<file path="config.mk">
export PLATFORM = sky130hd
export DESIGN_NAME = sorted_key_table
export DESIGN_NICKNAME = d
export VERILOG_FILES = /design/src/rtl/sktab_pkg.sv /design/src/rtl/sorted_key_table.sv
export SDC_FILE = /design/constraint.sdc
export NUM_CORES = 2
export LEC_CHECK = 0
export BUFFER_PORTS_ARGS = -buffer_cell sky130_fd_sc_hd__buf_2
export CAP_MARGIN = 20
export CORE_ASPECT_RATIO = 0.6
export CORE_UTILIZATION = 55
export CTS_CLUSTER_DIAMETER = 60
export DETAILED_ROUTE_END_ITERATION = 10
export PLACE_DENSITY = 0.72
export SKIP_LAST_GASP = 1
export SYNTH_ARGS = -nofsm -noshare
export SYNTH_HDL_FRONTEND = slang
export SYNTH_SLANG_ARGS = --single-unit
export TNS_END_PERCENT = 1
</file>
<file path="constraint.sdc">
create_clock -name clk -period 11.75 [get_ports clk]
set_input_delay 0.5875 -clock clk [delete_from_list [all_inputs] [get_ports clk]]
set_output_delay 0.5875 -clock clk [all_outputs]
set_load 0.05 [all_outputs]
</file>
<file path="src/rtl/sktab_pkg.sv">
// sktab_pkg: shared types and codes for the sorted key table
// no dependencies; used by rtl/sorted_key_table.sv
`default_nettype none

package sktab_pkg;

  // item field widths
  localparam int MODE_W   = 3;
  localparam int STATUS_W = 2;
  localparam int DATA_W   = 32;

  // operation codes
  localparam logic [MODE_W-1:0] MODE_INSERT   = 3'd0;
  localparam logic [MODE_W-1:0] MODE_DELETE   = 3'd1;
  localparam logic [MODE_W-1:0] MODE_RETRIEVE = 3'd2;
  localparam logic [MODE_W-1:0] MODE_REWIND   = 3'd3;
  localparam logic [MODE_W-1:0] MODE_NEXT     = 3'd4;

  // result status codes
  localparam logic [STATUS_W-1:0] ST_OK        = 2'd0;
  localparam logic [STATUS_W-1:0] ST_FAIL      = 2'd1;
  localparam logic [STATUS_W-1:0] ST_NOT_FOUND = 2'd2;

  // sequencer states
  typedef enum logic [3:0] {
    S_IDLE,
    S_INS_ISSUE,
    S_INS_CHK,
    S_DEL_ISSUE,
    S_DEL_CHK,
    S_BS_ISSUE,
    S_BS_CHK,
    S_NXT_WAIT,
    S_DONE
  } state_t;

endpackage

`default_nettype wire

</file>
<file path="src/rtl/sorted_key_table.sv">
// sorted_key_table: key/value table kept in ascending key order in one memory
// depends on rtl/sktab_pkg.sv
//
//   channel | signals                            | direction
//   --------+------------------------------------+----------
//   in      | in_valid, in_stall, mode/key/value | into block
//   out     | out_valid, out_stall, status,      | out of block
//           | out_key, out_value, count          |
//
// one item at a time; every access goes through the single entry memory
// (one read and one write a cycle, with registered read data).
// insert: downward scan from the top that shifts entries up as it goes
// delete: upward scan for the key, then later entries shift down; retrieve: binary search
// reset (rst, synchronous) empties the table and rewinds the cursor at once
// the result register lets the next item in while a result is stalled
`default_nettype none

module sorted_key_table #(
  parameter int CAPACITY = 16,
  parameter int KEY_BITS = 32
) (
  input  wire logic                               clk,
  input  wire logic                               rst,
  input  wire logic                               in_valid,
  output logic                                    in_stall,
  input  wire logic [sktab_pkg::MODE_W-1:0]       mode,
  input  wire logic [sktab_pkg::DATA_W-1:0]       key,
  input  wire logic [sktab_pkg::DATA_W-1:0]       value,
  output logic                                    out_valid,
  input  wire logic                               out_stall,
  output logic [sktab_pkg::STATUS_W-1:0]          status,
  output logic [sktab_pkg::DATA_W-1:0]            out_key,
  output logic [sktab_pkg::DATA_W-1:0]            out_value,
  output logic [$clog2(CAPACITY+1)-1:0]           count
);

  localparam int CW = $clog2(CAPACITY + 1);
  localparam int AW = $clog2(CAPACITY);
  localparam int EW = KEY_BITS + sktab_pkg::DATA_W;
  localparam logic [CW-1:0] CAP   = CW'(CAPACITY);
  localparam logic [CW-1:0] ONE   = CW'(1);
  localparam logic [CW-1:0] TWO   = CW'(2);
  localparam logic [CW-1:0] ZERO  = '0;

  // entry memory, key in the upper bits
  logic [EW-1:0] mem [CAPACITY];
  logic [EW-1:0] rdata;
  logic [AW-1:0] raddr;
  logic          we;
  logic [AW-1:0] waddr;
  logic [EW-1:0] wdata;

  // control state
  sktab_pkg::state_t state, state_next;
  logic [CW-1:0] cnt, cnt_next;
  logic [CW-1:0] cursor, cursor_next;
  logic [CW-1:0] idx, idx_next;
  logic [CW-1:0] lo, lo_next;
  logic [CW-1:0] hi, hi_next;
  logic [CW-1:0] mid, mid_next;
  logic          found, found_next;

  // latched item and pending result
  logic [KEY_BITS-1:0]               key_r;
  logic [sktab_pkg::DATA_W-1:0]      value_r;
  logic [sktab_pkg::STATUS_W-1:0]    res_status, res_status_next;
  logic [KEY_BITS-1:0]               res_key, res_key_next;
  logic [sktab_pkg::DATA_W-1:0]      res_value, res_value_next;

  logic                 in_xfer;
  logic                 out_load;
  logic [KEY_BITS-1:0]  rkey;
  logic [sktab_pkg::DATA_W-1:0] rval;
  logic [CW:0]          mid_sum;
  logic                 last;

  assign in_stall = (state != sktab_pkg::S_IDLE);
  assign in_xfer  = in_valid && !in_stall;
  assign rkey     = rdata[EW-1:sktab_pkg::DATA_W];
  assign rval     = rdata[sktab_pkg::DATA_W-1:0];
  assign mid_sum  = {1'b0, lo} + {1'b0, hi} - {{CW{1'b0}}, 1'b1};
  assign last     = (idx == cnt);

  // memory: one write and one registered read per cycle
  always_ff @(posedge clk) begin
    if (we) begin
      mem[waddr] <= wdata;
    end
    rdata <= mem[raddr];
  end

  // state register and control registers
  always_ff @(posedge clk) begin
    if (rst) begin
      state  <= sktab_pkg::S_IDLE;
      cnt    <= '0;
      cursor <= '0;
      found  <= 1'b0;
    end else begin
      state  <= state_next;
      cnt    <= cnt_next;
      cursor <= cursor_next;
      found  <= found_next;
    end
  end

  // working registers, no reset needed
  always_ff @(posedge clk) begin
    idx        <= idx_next;
    lo         <= lo_next;
    hi         <= hi_next;
    mid        <= mid_next;
    res_status <= res_status_next;
    res_key    <= res_key_next;
    res_value  <= res_value_next;
    if (in_xfer) begin
      key_r   <= key[KEY_BITS-1:0];
      value_r <= value;
    end
  end

  // next state, memory control and register updates
  always_comb begin
    state_next      = state;
    cnt_next        = cnt;
    cursor_next     = cursor;
    idx_next        = idx;
    lo_next         = lo;
    hi_next         = hi;
    mid_next        = mid;
    found_next      = found;
    res_status_next = res_status;
    res_key_next    = res_key;
    res_value_next  = res_value;
    raddr           = '0;
    we              = 1'b0;
    waddr           = '0;
    wdata           = {key_r, value_r};
    out_load        = 1'b0;

    case (state)
      sktab_pkg::S_IDLE: begin
        raddr = cursor[AW-1:0];
        if (in_xfer) begin
          res_status_next = sktab_pkg::ST_FAIL;
          res_key_next    = '0;
          res_value_next  = '0;
          state_next      = sktab_pkg::S_DONE;
          case (mode)
            sktab_pkg::MODE_INSERT: begin
              if (cnt != CAP) begin
                idx_next   = cnt;
                state_next = sktab_pkg::S_INS_ISSUE;
              end
            end
            sktab_pkg::MODE_DELETE: begin
              if (cnt != ZERO) begin
                found_next = 1'b0;
                state_next = sktab_pkg::S_DEL_ISSUE;
              end
            end
            sktab_pkg::MODE_RETRIEVE: begin
              if (cnt != ZERO) begin
                lo_next    = '0;
                hi_next    = cnt;
                state_next = sktab_pkg::S_BS_ISSUE;
              end
            end
            sktab_pkg::MODE_REWIND: begin
              cursor_next     = '0;
              res_status_next = sktab_pkg::ST_OK;
            end
            sktab_pkg::MODE_NEXT: begin
              // read of the cursor entry is already issued this cycle
              if (cursor < cnt) begin
                state_next = sktab_pkg::S_NXT_WAIT;
              end
            end
            default: begin
              res_status_next = sktab_pkg::ST_FAIL;
            end
          endcase
        end
      end

      // insert: walk down from the top, moving larger-or-equal entries up
      sktab_pkg::S_INS_ISSUE: begin
        if (idx == ZERO) begin
          we              = 1'b1;
          waddr           = '0;
          cnt_next        = cnt + ONE;
          res_status_next = sktab_pkg::ST_OK;
          state_next      = sktab_pkg::S_DONE;
        end else begin
          raddr      = AW'(idx - ONE);
          state_next = sktab_pkg::S_INS_CHK;
        end
      end

      sktab_pkg::S_INS_CHK: begin
        we    = 1'b1;
        waddr = idx[AW-1:0];
        if (!(rkey < key_r)) begin
          wdata    = rdata;
          idx_next = idx - ONE;
          if (idx == ONE) begin
            state_next = sktab_pkg::S_INS_ISSUE;
          end else begin
            raddr = AW'(idx - TWO);
          end
        end else begin
          cnt_next        = cnt + ONE;
          res_status_next = sktab_pkg::ST_OK;
          state_next      = sktab_pkg::S_DONE;
        end
      end

      // delete: scan up for the key, then move later entries down
      sktab_pkg::S_DEL_ISSUE: begin
        raddr      = '0;
        idx_next   = ONE;
        state_next = sktab_pkg::S_DEL_CHK;
      end

      sktab_pkg::S_DEL_CHK: begin
        if (found) begin
          we    = 1'b1;
          waddr = AW'(idx - TWO);
          wdata = rdata;
          if (last) begin
            cnt_next        = cnt - ONE;
            res_status_next = sktab_pkg::ST_OK;
            state_next      = sktab_pkg::S_DONE;
          end else begin
            raddr    = idx[AW-1:0];
            idx_next = idx + ONE;
          end
        end else if (rkey == key_r) begin
          if (last) begin
            cnt_next        = cnt - ONE;
            res_status_next = sktab_pkg::ST_OK;
            state_next      = sktab_pkg::S_DONE;
          end else begin
            found_next = 1'b1;
            raddr      = idx[AW-1:0];
            idx_next   = idx + ONE;
          end
        end else if (rkey < key_r && !last) begin
          raddr    = idx[AW-1:0];
          idx_next = idx + ONE;
        end else begin
          res_status_next = sktab_pkg::ST_NOT_FOUND;
          state_next      = sktab_pkg::S_DONE;
        end
      end

      // retrieve: binary search over [lo, hi), midpoint of lo and hi-1 rounded down
      sktab_pkg::S_BS_ISSUE: begin
        if (lo < hi) begin
          mid_next   = mid_sum[CW:1];
          raddr      = AW'(mid_sum[CW:1]);
          state_next = sktab_pkg::S_BS_CHK;
        end else begin
          res_status_next = sktab_pkg::ST_NOT_FOUND;
          state_next      = sktab_pkg::S_DONE;
        end
      end

      sktab_pkg::S_BS_CHK: begin
        if (key_r == rkey) begin
          res_status_next = sktab_pkg::ST_OK;
          res_key_next    = rkey;
          res_value_next  = rval;
          state_next      = sktab_pkg::S_DONE;
        end else if (key_r < rkey) begin
          hi_next    = mid;
          state_next = sktab_pkg::S_BS_ISSUE;
        end else begin
          lo_next    = mid + ONE;
          state_next = sktab_pkg::S_BS_ISSUE;
        end
      end

      // read next: entry data arrives in the cycle after the read
      sktab_pkg::S_NXT_WAIT: begin
        res_status_next = sktab_pkg::ST_OK;
        res_key_next    = rkey;
        res_value_next  = rval;
        cursor_next     = cursor + ONE;
        state_next      = sktab_pkg::S_DONE;
      end

      // hand the result to the output register once it is free
      sktab_pkg::S_DONE: begin
        if (!out_valid || !out_stall) begin
          out_load   = 1'b1;
          state_next = sktab_pkg::S_IDLE;
        end
      end

      default: begin
        state_next = sktab_pkg::S_IDLE;
      end
    endcase
  end

  // output register
  always_ff @(posedge clk) begin
    if (rst) begin
      out_valid <= 1'b0;
    end else if (out_load) begin
      out_valid <= 1'b1;
    end else if (!out_stall) begin
      out_valid <= 1'b0;
    end
  end

  always_ff @(posedge clk) begin
    if (out_load) begin
      status    <= res_status;
      out_key   <= sktab_pkg::DATA_W'(res_key);
      out_value <= res_value;
      count     <= cnt;
    end
  end

endmodule

`default_nettype wire
</file>
==> flow_summary.ini <==
[critical_path]
crit_fanout = 130
startpoint_type = flop
required_ns = 12.32
crit_cells = 14
rr_worst_depth = 14
arrival_ns = 6.99
cp-end-kind = flop
path_class = flop to flop
cp_num_buf_inv = 3
crit_family = buffers and inverters
crit_path_cell_trace = ha_1, nand4_1, nor4_2, a31o_1, nor3_1, o21ai_4, buf_4, o21ai_2, a21oi_4, buf_12, buf_4, mux4_2, a22oi_1, o211ai_2
critPathMaxStageDelay_ns = 1.10
r2r_start = key_r[15]$_DFFE_PP_
cpMaxStageDelayCell = nor4_2
critPathLaunch = key_r[15]$_DFFE_PP_
cpMostUsedCell = buf_4

[floorplanning]
die_w_um = 406
die_area_um2 = 99400
dieHeight_um = 245
rows = 88
core_um2 = 96700
initial_core_util = 0.558
io_pins = 144

[cells_and_area]
drive_above_1_share = 0.233
syn2layout_area_growth_pct = 11.6
nNetsFinal = 3401

[yosys]
yosys-top-cells-area = edfxtp_1, mux4_2, mux2_2
ys.flop_type = edfxtp_1
synth_nets = 3243
synth_top_area_share = 0.693
yosysUniqueCellTypes = 79
ys_top_cells_by_count = edfxtp_1, mux2_2, nand2_1, mux2i_1, mux4_2
syn_inst = 3110
synth_area_um2 = 54000
synth_top_area_cell = edfxtp_1
synth_edf_count = 1245
avgSynthCellArea_um2 = 17.3
yosysSeqAreaShare = 0.723
synthArstFlopShare = 0
synth_seq_cells = 1325
yosysMostFrequentCell = edfxtp_1
ys_warn_count = 0

[placed_design]
numPortBuffers = 143
gp_congestion = 0.854
dp.final_hpwl_um = 68200

[clock_tree]
clock_latency_ns = 0.74
cts.path.max_buffers = 3
clk_pin_slew_worst_paths_ns = 0.07
cts-resized-gates = 0
clock_sinks = 1325
root_buffer = clkbuf_16
cts_tree = yes
cts_setup_buffers = 0
htree_num_levels = 3
cts_made_buffers = 115

[timing]
final-max-slew-violation-count = 0
max_freq_mhz = 156
fin_crit_sh = 0.547
slew_headroom = 0.152
setup_violations = 0
tns_ns = 0
rsz0062_at_grt = no
worst_pin_slew_ns = 1.26
min_period_ns = 6.42
hold_violations = 0
fin_skew_ns = 0.0290

[drt]
firstDrtPassIters = 6
drtIter0Drc = 3656
wl_per_cell_um = 28.0
vias = 30100
route.detailed.drc = 0
ant_nets = 0
detail_route.vias_per_cell = 6.44
drt_wl_total_um = 131000

[hold_path]
hp-class = primary input to flop
whs_path_depth = 1
worstHoldStart = key[8]

[pwr]
comb_power_share = 0.076
finalPower_w = 0.0101
p_per_area_nw_per_um2 = 167
pwr-share-clk = 0.381
swShare = 0.227
switchingPower_w = 0.00228
internal-power_w = 0.00777
max-vdd-ir-drop_uv = 167
p_leak_nw = 20.5
p_seq_frac = 0.542

[grt]
grt-ovfl-total = 0
grt_pass1_vias = 30100
use_met3 = 0.0536
grt.busiest_layer = met2
antenna_found_initial = 6
grt_use_total = 0.266
grtUsageMet2 = 0.414
grt_pass1_wl_um = 194000
grt_use_met1 = 0.385
grt_max_degree = 203

[outcome]
status = finished, final reports clean

[job]
drv_cap = 0
metal layers:
| layer | vias up | share of wire |
|---|---|---|
| met5 | - | 0.00021 |
| met4 | 4 | 0.024 |
| met3 | 237 | 0.095 |
| met2 | 1576 | 0.47 |
| met1 | 15400 | 0.41 |
| li1 | 12900 | - |
path summary, 6_finish.rpt:
check,slack (ns),end
max,5.33,rdata[11]$_DFF_P_
min,0.03,key_r[8]$_DFFE_PP_
max reg2reg,5.33,rdata[11]$_DFF_P_
min reg2reg,0.42,out_value[10]$_DFFE_PP_
cell families (layout without fill, tap and decap cells):
kind of cell	count (synthesis)	in the layout	synth area share
AO/OA/AOI/OAI	538	538	0.0779
flip-flops	1325	1325	0.723
XOR/XNOR	27	27	0.00438
other	0	6	0
buffers and inverters	269	525	0.0234
AND/OR/NAND/NOR	470	470	0.0459
multiplexers	419	419	0.111
adder cells (fa/ha/maj)	62	62	0.0147
sequential cells by signal, indices dropped and copies added (netlist names), 2 cells and up:
| signal | cells |
|---|---|
| res_key | 32 |
| out_key | 32 |
| res_value | 32 |
| count | 5 |
| lo | 5 |
| status | 2 |
| cnt | 5 |
| idx | 5 |
| cursor | 5 |
| mem | 1024 |
| mid | 5 |
| hi | 5 |
| res_status | 2 |
| out_value | 32 |
| rdata | 64 |
| key_r | 32 |
| value_r | 32 |
| state | 4 |
final cells by class:
| type | count | area [um^2] |
|---|---|---|
| Clock inverter | 48 | 527 |
| Tap cell | 1305 | 1630 |
| Fill cell | 6795 | 36400 |
| Clock buffer | 167 | 3280 |
| Antenna cell | 6 | 15.0 |
| Sequential cell | 1325 | 39000 |
| Inverter | 64 | 241 |
| Multi-Input combinational cell | 1516 | 13900 |
| Timing Repair Buffer | 246 | 1630 |
per-stage QoR:
stage | worst slack, ns | cells | hold WS (ns) | area (um^2) | utilization
after floorplan | 5.98 | 3110 | 0.400 | 54000 | -
after global placement | 5.71 | 4434 | 0.402 | 56100 | 0.581
after detailed placement | 5.55 | 4437 | 0.405 | 56200 | 0.581
after CTS | 5.51 | 4667 | 0.000245 | 60100 | 0.622
after global routing | 5.12 | 4671 | 0.00637 | 60200 | 0.623
final | 5.33 | 4677 | 0.0346 | 60200 | 0.623
cells in the final DEF (no fill, tap or decap), types with 75 or more instances in the layout:
cell | netlist | final
o211ai_1 | 85 | 85
mux4_2 | 128 | 128
nand2_1 | 140 | 139
nand3_1 | 75 | 75
dfxtp_1 | 80 | 80
buf_4 | 8 | 80
edfxtp_1 | 1245 | 1245
a21oi_1 | 104 | 102
mux2i_1 | 130 | 130
mux2_2 | 160 | 160
buf_2 | 38 | 144
clkbuf_16 | 0 | 119
timing repair:
item	4_1_cts	5_1_grt
endpoints found under the hold margin	15	0
setup endpoints to repair	0	0
hold buffers	15	0
power groups by stage:
stage | clock network (W) | logic, W | registers, W
after floorplan | 0 | 0.000397 | 0.00566
after global placement | 0 | 0.000732 | 0.00555
after detailed placement | 0 | 0.000761 | 0.00555
after CTS | 0.00388 | 0.000767 | 0.00545
after global routing | 0.00406 | 0.000821 | 0.00546
final | 0.00383 | 0.000767 | 0.00545
Power figures use the tool's default switching activity.
